File: src/sv/artl_ram.sv
// Generic single-port-write, single-port-read RAM with registered read data.
`timescale 1ns / 1ps

module artl_ram #(
  parameter int WIDTH = 8,
  parameter int DEPTH = 16
) (
  input  logic                     clk,
  input  logic                     we,
  input  logic [$clog2(DEPTH)-1:0] waddr,
  input  logic [WIDTH-1:0]         wdata,
  input  logic                     re,
  input  logic [$clog2(DEPTH)-1:0] raddr,
  output logic [WIDTH-1:0]         rdata
);

  logic [WIDTH-1:0] mem_r [DEPTH];
  logic [WIDTH-1:0] rdata_r;

  always_ff @(posedge clk) begin
    if (we) begin
      mem_r[waddr] <= wdata;
    end
    if (re) begin
      rdata_r <= mem_r[raddr];
    end
  end

  assign rdata = rdata_r;

endmodule

File: config.mk
export PLATFORM = sky130hd
export DESIGN_NAME = artl_ram
export DESIGN_NICKNAME = d
export VERILOG_FILES = /design/src/sv/artl_ram.sv
export SDC_FILE = /design/constraint.sdc
export NUM_CORES = 1
export LEC_CHECK = 0
export BUFFER_PORTS_ARGS = -buffer_cell sky130_fd_sc_hd__buf_2
export CORE_UTILIZATION = 60
export DETAILED_ROUTE_END_ITERATION = 6
export PLACE_DENSITY = 0.82
export SKIP_LAST_GASP = 1
export SLEW_MARGIN = 20
export SYNTH_ARGS = -nofsm -noshare
export SYNTH_HDL_FRONTEND = slang
export SYNTH_SLANG_ARGS = --single-unit
File: constraint.sdc
create_clock -name clk -period 2.5 [get_ports clk]
set_input_delay 0.5 -clock clk [delete_from_list [all_inputs] [get_ports clk]]
set_output_delay 0.5 -clock clk [all_outputs]
set_load 0.005 [all_outputs]
==> impl_metrics.ini <==
[die]
die_h_um = 95.34
initial_core_util = 0.6268
die_x_um = 95.34
ioPinCount = 27
core_area_sq_mm = 0.008341
dieArea_sq_mm = 0.009090
rows = 33

[sta]
worstMarginPinSlew_ps = 427.6
period_needed_ps = 1620
hold_viol = 0
fin_ws_ps = 879.7
fin_crit_sh = 0.6481
timing.fmax_mhz = 617.2
relSlewSlack = 0.7139
setup_viol = 0
rsz0062_at_grt = no
finalClockSkew_ps = 10.97
setup_tns_ps = 0
slew_violations = 0

[drt]
wl_per_cell_um = 26.79
firstDrtPassIters = 5
vias_per_cell = 6.536
post-route-drc-count = 0
postRouteAntennaNets = 0
vias = 2647
first_iter_violations = 347
drt-total-wl_mm = 10.85

[pwr]
peakVddDrop_uv = 492.5
clock_power_share = 0.451
swShare = 0.2213
p_switching_w = 0.001139
pwr_density_cell_mw_per_mm2 = 835.6
power.leakage_nw = 2.106
pwr-share-seq = 0.502
power_frac_comb = 0.047
internal_power_w = 0.004009

[finish]
antenna_cells = 0
fill_cells = 445
final_core_util = 0.7387
layout-drive-gt1-share = 0.3300
design_area_sq_mm = 0.006161
fin_nets = 306
seqCellArea_sq_mm = 0.004084
syn2layout_area_growth_pct = 17.86
multi_input_area_sq_mm = 0.001057

[global_routing]
gr-usage-met1 = 0.3728
grt_pass1_wl_mm = 16.01
grt_max_degree = 33
grtUsageMet2 = 0.4256
top_usage_layer = met2
grt_pass1_vias = 2617
met3_usage = 0.06699
gr-total-overflow = 0
antenna_found_initial = 0
track_usage = 0.2687

[placement]
dpl.hpwl_mm = 6.166
numPortBuffers = 26
dp_slack_ps = 387.6
placed_area_sq_mm = 0.005600
place.gp.congestion = 0.7565

[yosys]
synth_nets = 248
syn-instance-count = 229
syn_avg_cell_area_sq_um = 22.83
seq_area_frac_synth = 0.7812
yosysUniqueCellTypes = 18
yosys_warnings = 0
synth_seq_cells = 136
syn_area_sq_mm = 0.005228

[clock_network]
cts_tree = yes
cts_root_buffer = clkbuf_8
cts_resized = 0
clkLatencyLatePin_ps = 520
clock-sinks = 136
clk_pin_slew_ps = 60
cts_made_buffers = 17
cts_setup_buffers = 0
cts_buffer_depth = 2
cts_max_level = 4
hold_buffers = 0

[worst_setup_path]
cp-end-kind = flip-flop
arrival_ps = 1880
critPathLaunchType = input port
required_ps = 2760
critPathKind = input port to flip-flop
path_max_fanout = 32

[min_path]
hold_class = input port to flip-flop

[status]
status = completed

[job]
drv_cap = 0
-- layer usage --
metal	vias up	share of wire
li1	1099	-
met1	1370	0.40
met4	0	0.015
met3	14	0.070
met5	-	0
met2	164	0.51
-- synth_stat cells (all sizes together) --
master	n	share of area
and2b	1	0.0014
a22oi	16	0.023
clkdlybuf4s25	3	0.0057
or3b	1	0.0017
nor2b	1	0.0012
nand3b	2	0.0029
nand3	1	0.00096
nor2	13	0.0093
and2	1	0.0012
mux4	32	0.15
nor3	4	0.0038
nand2	9	0.0065
edfxtp	136	0.78
buf	7	0.011
nand2b	2	0.0024
-- stage by stage --
step	hold slack [ps]	cells	power, W
5_1_grt	343.6	405	0.005282
6_report	347.0	405	0.005148
2_1_floorplan	598.9	229	0.002757
3_5_place_dp	746.7	373	0.002864
4_1_cts	336.2	405	0.005175
3_3_place_gp	722.0	373	0.002854
-- worst max-delay path, stage by stage --
cell and delay, ps:
buf_2 110, buf_12 250, mux4_1 630, a22oi_1 270, nand2_1 110
-- worst paths after layout --
kind	startpoint	to	slack, ps	depth (start not counted)
worst min-delay path	re	rdata[6]$_DFFE_PP_	350	1
worst max register to register	mem_r[2][2]$_DFFE_PP_	rdata[2]$_DFFE_PP_	880	3
worst min register to register	mem_r[12][5]$_DFFE_PP_	rdata[5]$_DFFE_PP_	750	3
worst max-delay path	raddr[0]	rdata[2]$_DFFE_PP_	880	5
-- power groups by stage --
stage	combinational, W	clock, W	sequential [W]
3_3_place_gp	0.000227	0	0.00263
5_1_grt	0.000258	0.00244	0.00259
2_1_floorplan	0.000130	0	0.00263
3_5_place_dp	0.000234	0	0.00263
4_1_cts	0.000239	0.00235	0.00259
6_report	0.000240	0.00232	0.00258
-- flip-flops by register name, summed over array words and instances (netlist names) --
name and flops:
mem_r 128, rdata 8
-- cells by family (layout without fill, tap and decap cells) --
logic type,count (synthesis),in the layout,share of synthesized area
mux,32,32,0.1479
simple gates,35,35,0.03136
buf+inv,10,81,0.01651
compound gates,16,16,0.02298
flops,136,136,0.7812
-- area by class of cell --
| cell class | instances | share of cell area |
|---|---|---|
| clock buffers | 17 | 0.06722 |
| flip-flops and latches | 136 | 0.6629 |
| multi-input cells | 83 | 0.1716 |
| well taps | 105 | 0.02132 |
| repair buffers | 49 | 0.05321 |
| clock inverters | 15 | 0.02376 |
-- layout by cell type, fill, tap and decap left out, drive strengths merged --
| cell type | count |
|---|---|
| a22oi | 16 |
| and2 | 1 |
| and2b | 1 |
| buf | 49 |
| bufinv | 1 |
| clkbuf | 17 |
| clkinv | 7 |
| clkinvlp | 3 |
| edfxtp | 136 |
| inv | 4 |
| mux4 | 32 |
| nand2 | 9 |
| nand2b | 2 |
| nand3 | 1 |
| nand3b | 2 |
| nor2 | 13 |
| nor2b | 1 |
| nor3 | 4 |
| or3b | 1 |
Power figures use the tool's default switching activity.
