$ cat src/sv/artl_pkg.sv
// Shared types and constants for the address range table lookup.
`timescale 1ns / 1ps

package artl_pkg;

  localparam int DEF_TABLE_DEPTH = 1024;

  localparam int ADDR_W      = 64;
  localparam int OFFSET_W    = 31;
  localparam int HIT_INDEX_W = 10;
  localparam int COUNT_OUT_W = 11;
  localparam int FUNC_W      = 2;
  localparam int STATUS_W    = 2;
  localparam int ENTRY_W     = ADDR_W + OFFSET_W;

  localparam int IN_TDATA_W  = 160;
  localparam int OUT_TDATA_W = 56;

  localparam int CFG_ADDR_W  = 4;
  localparam int CFG_DATA_W  = 64;
  localparam logic REG_PC_BASE = 1'b0;

  typedef enum logic [FUNC_W-1:0] {
    FUNC_CLEAR  = 2'd0,
    FUNC_APPEND = 2'd1,
    FUNC_LOOKUP = 2'd2,
    FUNC_NOP    = 2'd3
  } func_t;

  typedef enum logic [STATUS_W-1:0] {
    ST_OK         = 2'd0,
    ST_FULL       = 2'd1,
    ST_BELOW_BASE = 2'd2,
    ST_NO_ENTRY   = 2'd3
  } status_t;

  typedef enum logic [2:0] {
    S_IDLE,
    S_PROBE,
    S_CMP,
    S_FETCH,
    S_RESP
  } state_t;

  typedef struct packed {
    logic load;
    logic step;
  } probe_ctl_t;

endpackage

$ cat src/sv/artl_probe.sv
// Binary search bounds and the shared 64-bit compare used on every probe.
`timescale 1ns / 1ps

module artl_probe #(
  parameter int TABLE_DEPTH = artl_pkg::DEF_TABLE_DEPTH
) (
  input  logic                                clk,
  input  logic                                rst_n,
  input  artl_pkg::probe_ctl_t                ctl,
  input  logic [$clog2(TABLE_DEPTH+1)-1:0]    load_count,
  input  logic [artl_pkg::ADDR_W-1:0]         load_key,
  input  logic [artl_pkg::ADDR_W-1:0]         rd_addr,
  output logic                                active,
  output logic [$clog2(TABLE_DEPTH)-1:0]      mid,
  output logic                                lo_zero,
  output logic [$clog2(TABLE_DEPTH)-1:0]      lo_m1
);

  localparam int CW = $clog2(TABLE_DEPTH + 1);
  localparam int IW = $clog2(TABLE_DEPTH);

  logic [CW-1:0]               lo_r, lo_nxt;
  logic [CW-1:0]               hi_r, hi_nxt;
  logic [artl_pkg::ADDR_W-1:0] key_r, key_nxt;
  logic [CW-1:0]               mid_full;
  logic [CW-1:0]               lo_m1_full;

  assign mid_full   = lo_r + ((hi_r - lo_r) >> 1);
  assign lo_m1_full = lo_r - CW'(1);
  assign mid        = mid_full[IW-1:0];
  assign lo_m1      = lo_m1_full[IW-1:0];
  assign active     = (lo_r < hi_r);
  assign lo_zero    = (lo_r == '0);

  always_comb begin
    lo_nxt  = lo_r;
    hi_nxt  = hi_r;
    key_nxt = key_r;
    if (ctl.load) begin
      lo_nxt  = '0;
      hi_nxt  = load_count;
      key_nxt = load_key;
    end else if (ctl.step) begin
      // advance the lower bound past a probe at or below the key
      if (rd_addr <= key_r) begin
        lo_nxt = mid_full + CW'(1);
      end else begin
        hi_nxt = mid_full;
      end
    end
  end

  always_ff @(posedge clk) begin
    if (!rst_n) begin
      lo_r <= '0;
      hi_r <= '0;
    end else begin
      lo_r <= lo_nxt;
      hi_r <= hi_nxt;
    end
    key_r <= key_nxt;
  end

endmodule

$ cat config.mk
export PLATFORM = sky130hd
export DESIGN_NAME = artl_probe
export DESIGN_NICKNAME = d
export VERILOG_FILES = /design/src/sv/artl_pkg.sv /design/src/sv/artl_probe.sv
export SDC_FILE = /design/constraint.sdc
export NUM_CORES = 1
export LEC_CHECK = 0
export BUFFER_PORTS_ARGS = -buffer_cell sky130_fd_sc_hd__buf_2
export CAP_MARGIN = 40
export CORE_ASPECT_RATIO = 0.75
export CORE_UTILIZATION = 48
export DETAILED_ROUTE_END_ITERATION = 10
export GPL_ROUTABILITY_DRIVEN = 1
export PLACE_DENSITY_LB_ADDON = 0.1
export SLEW_MARGIN = 40
export SYNTH_ARGS = -nofsm -noshare
export SYNTH_HDL_FRONTEND = slang
export SYNTH_SLANG_ARGS = --single-unit
$ cat constraint.sdc
create_clock -name clk -period 4 [get_ports clk]
set_input_delay 0 -clock clk [delete_from_list [all_inputs] [get_ports clk]]
set_output_delay 0 -clock clk [all_outputs]
set_load 0.02 [all_outputs]
==> key figures <==
Timing
  • Final Cycle Share: a little over nine tenths
  • Setup Skew: approximately 0.0063 ns
  • Worst Tran Pin Value: ~0.67 ns
  • Min cycle time layout: 3.90 ns
  • Slew Viols, Final: 0
  • Setup_tns: 0 ns
  • Final Hold Vio Count: 0
  • Unrepaired setup endpoints after global routing: true
  • Max frequency: between 200 and 300 MHz
  • Final setup violation count: 0
  • Slew HR: between 50% and 60%

Floorplan
  • CORE AREA: between 10000 and 15000 µm²
  • Die width: between 100 and 150 µm
  • I/O pins: 165
  • Die area: 12400 µm²
  • Die H: 96.7 µm
  • Initial Util: about half
  • # rows: 34

Global route
  • GRT overflow: 0
  • Largest net degree at the start of global routing: 66
  • Initial antenna violation count: 0
  • First-pass GRT wire length: roughly 24000 µm
  • Vias in the first global route: ~5400
  • Total GRT Usage: around a quarter

Worst setup path
  • Register-to-register setup slack: around 0.098 ns
  • CP endpoint kind: flop
  • Cell Chain, Critical Path: inv_2 > ha_4 > inv_2 > fa_2 > a21o_1 > a21oi_2 > o21ai_1 > a21oi_1 > o21bai_1 > a21oi_2 > mux2i_1 > o2111ai_1 > ha_2 > o21ai_2 > a311oi_2 > nand3_2 > and4_1 > or4_1 > a21oi_1
  • CP max-delay cell: ha_2
  • CP startpoint: hi_r[0]
  • Setup crit start kind: flop
  • Critical path fanouts, max: 5
  • CP Class: reg2reg
  • WP data required: between 4 and 5 ns
  • Setup crit end: lo_r[10]
  • R2R depth: 19
  • R2r startpoint: hi_r[0]
  • CP peak stage delay: 0.42 ns
  • RR Endpoint: lo_r[10]
  • Critical Path AT: ~4.2 ns

Final layout
  • Nets: ~1100
  • # diodes: 0
  • Core Util, Final: slightly below 70%
  • Layout cells sized above 1: between 20 and 30%
  • Finished Layout Cells: approximately 1000
  • Final instance area: about 8000 µm²
  • Area Overhead vs Synth: 39.8%

Synthesis
  • Yosys reg bits: 86
  • Leading area contributor after synthesis: edfxtp_1
  • Post-synth cell types: 57
  • Syn. warnings: 0
  • Synth top area share: between 30% and 40%
  • Number of enable flip-flop cells after synthesis: 64
  • Synth top area cells: edfxtp_1 (34%), ha_1 (19%), dfxtp_1 (7.7%)
  • Avg Cell Area, Syn: about 10 µm²
  • Post-Syn Area: between 5000 and 6000 µm²
  • Post-synthesis async set-or-reset flop share: 0%
  • Seq/Total Area, Yosys: between 40% and 50%
  • Cells after Synth: about 570
  • Post-synth top flop: edfxtp_1
  • Post-Syn Nets: 803

Min path
  • Hold depth: 3
  • Hold Crit Class: in2reg

Pwr
  • Clock power share: around a quarter
  • Cell-internal power: 0.00211 W
  • Total power draw: 0.00328 W
  • Seq pwr share: about a third
  • Pleak: between 3 and 4 nW
  • Sw frac: 35.8%
  • Fraction of power consumed by combinational cells: 43.7%
  • Sw Pwr: around 0.0012 W
  • Max VDD drop: 0.271 mV
  • Power Density: ~410 nW/µm²

Clocking
  • Worst-skew pair later-pin latency: about 0.33 ns
  • Root Driver: clkbuf_16
  • CTS tree: done
  • Total CTS buffers: 9
  • H-tree Lvls: 3
  • Clk slew on worst S/H paths: around 0.070 ns
  • Longest Clk Path Bufs: 2
  • Num Clock Sinks: between 80 and 90

Place
  • Hpwl dp: roughly 11000 µm
  • Buffers added on ports: 164
  • Placed inst area: around 6900 µm²
  • GPL Wtd Cong: 0.915
  • Cells after DPL: 908

Route
  • Routed WL per cell: between 15 and 20 µm
  • DRT Pass-1 Iters: 5
  • Post-route DRC: 0
  • DRT antenna net count: 0
  • Final WL: 15200 µm
  • Vias: roughly 5200
  • DR iter-0 viols: ~370
  • Vias per std cell: roughly 5.2

Status
  • Outcome: finished, final reports clean

Flow run
  • Max_cap viols: 0
-- how the worst min path moves through the flow --
stage	startpoint	end
final	rst_n	hi_r[10]
after global routing	rst_n	hi_r[10]
after CTS	rst_n	hi_r[10]
after detailed placement	load_key[53]	key_r[53]
after global placement	load_key[15]	key_r[15]
after floorplan	load_key[0]	key_r[0]
-- critical path: cells and delay by family (launching register included) --
kind | cells | cell delay (ns)
adder cells (fa/ha/maj) | 3 | 0.90
buffers and inverters | 2 | 0.10
AO/OA/AOI/OAI | 10 | 1.51
AND/OR/NAND/NOR | 3 | 0.77
flip-flops | 1 | 0.32
multiplexers | 1 | 0.23
-- cell usage after synthesis (all sizes together) (13+ instances only) --
library cell  instances
inv                  89
ha                   87
edfxtp               64
a21oi                44
nor2                 29
nand2                27
o21ai                27
dfxtp                22
nand3                19
nand4                18
mux2i                14
xnor2                14
nor3                 13
-- layout make-up --
type	count	area, µm²
multi-input combinational	388	3100
fill	938	3590
inverter	89	334
timing repair buffer	262	1750
clock buffer	9	225
clock inverter	7	47.5
tap	162	203
sequential	86	2360
-- flip-flops by register name, summed over array words and instances (netlist names) --
register and cells:
lo_r 11, hi_r 11, key_r 64
-- cells by family after synthesis --
family	after synthesis	synth area share (%)
AOI/OAI and AO/OA	117	12.9
xor gates and xnor gates	24	3.80
adders and majority gates	89	19.7
buffers and inverters	97	6.48
DFF	86	41.2
muxes	14	2.44
and+or+nand+nor	144	13.5
-- per-layer routing --
layer,global-route usage (%),vias to the layer above,share of wire (%)
met1,32.7,2429,47
met5,0,-,0
met4,5.79,0,0.81
met2,42.0,160,47
li1,-,2605,-
met3,5.59,13,5.8
-- timing repair --
action	4_1_cts	5_1_grt
setup buffers	1	3
cloned	0	0
hold buffers	75	0
gates resized for setup	3	25
pin swaps	3	16
endpoints found under the hold margin	75	0
endpoints found under the setup margin	1	7
-- power groups by stage --
stage	combinational [W]	clock (W)	sequential [W]
final	0.00143	0.000780	0.00107
after CTS	0.00135	0.000805	0.00107
after global placement	0.00124	0	0.00108
after floorplan	0.000841	0	0.00108
after detailed placement	0.00128	0	0.00109
after global routing	0.00158	0.000830	0.00107
-- cells in the final DEF, fill, tap and decap left out, drive strengths merged, types with 7 or more instances in the layout --
master,instances
a211oi,10
o21ai,27
nor4,7
buf,187
edfxtp,64
a21o,7
nor3,13
xnor2,14
nand3,19
nand4,18
xor2,10
and3,7
mux2i,14
ha,87
nand2,27
nor2,29
inv,91
clkbuf,9
dlygate4sd3,75
dfxtp,22
a21oi,44
-- per-stage QoR --
step                      hold WS (ns)  setup slack, ns
after global placement           0.176           0.0973
after detailed placement         0.178          -0.0562
after global routing            0.0578           -0.127
after floorplan                 0.0989           0.0145
final                           0.0420           0.0983
after CTS                       0.0290           0.0160
Note: power is estimated with default switching activity, not from simulation.
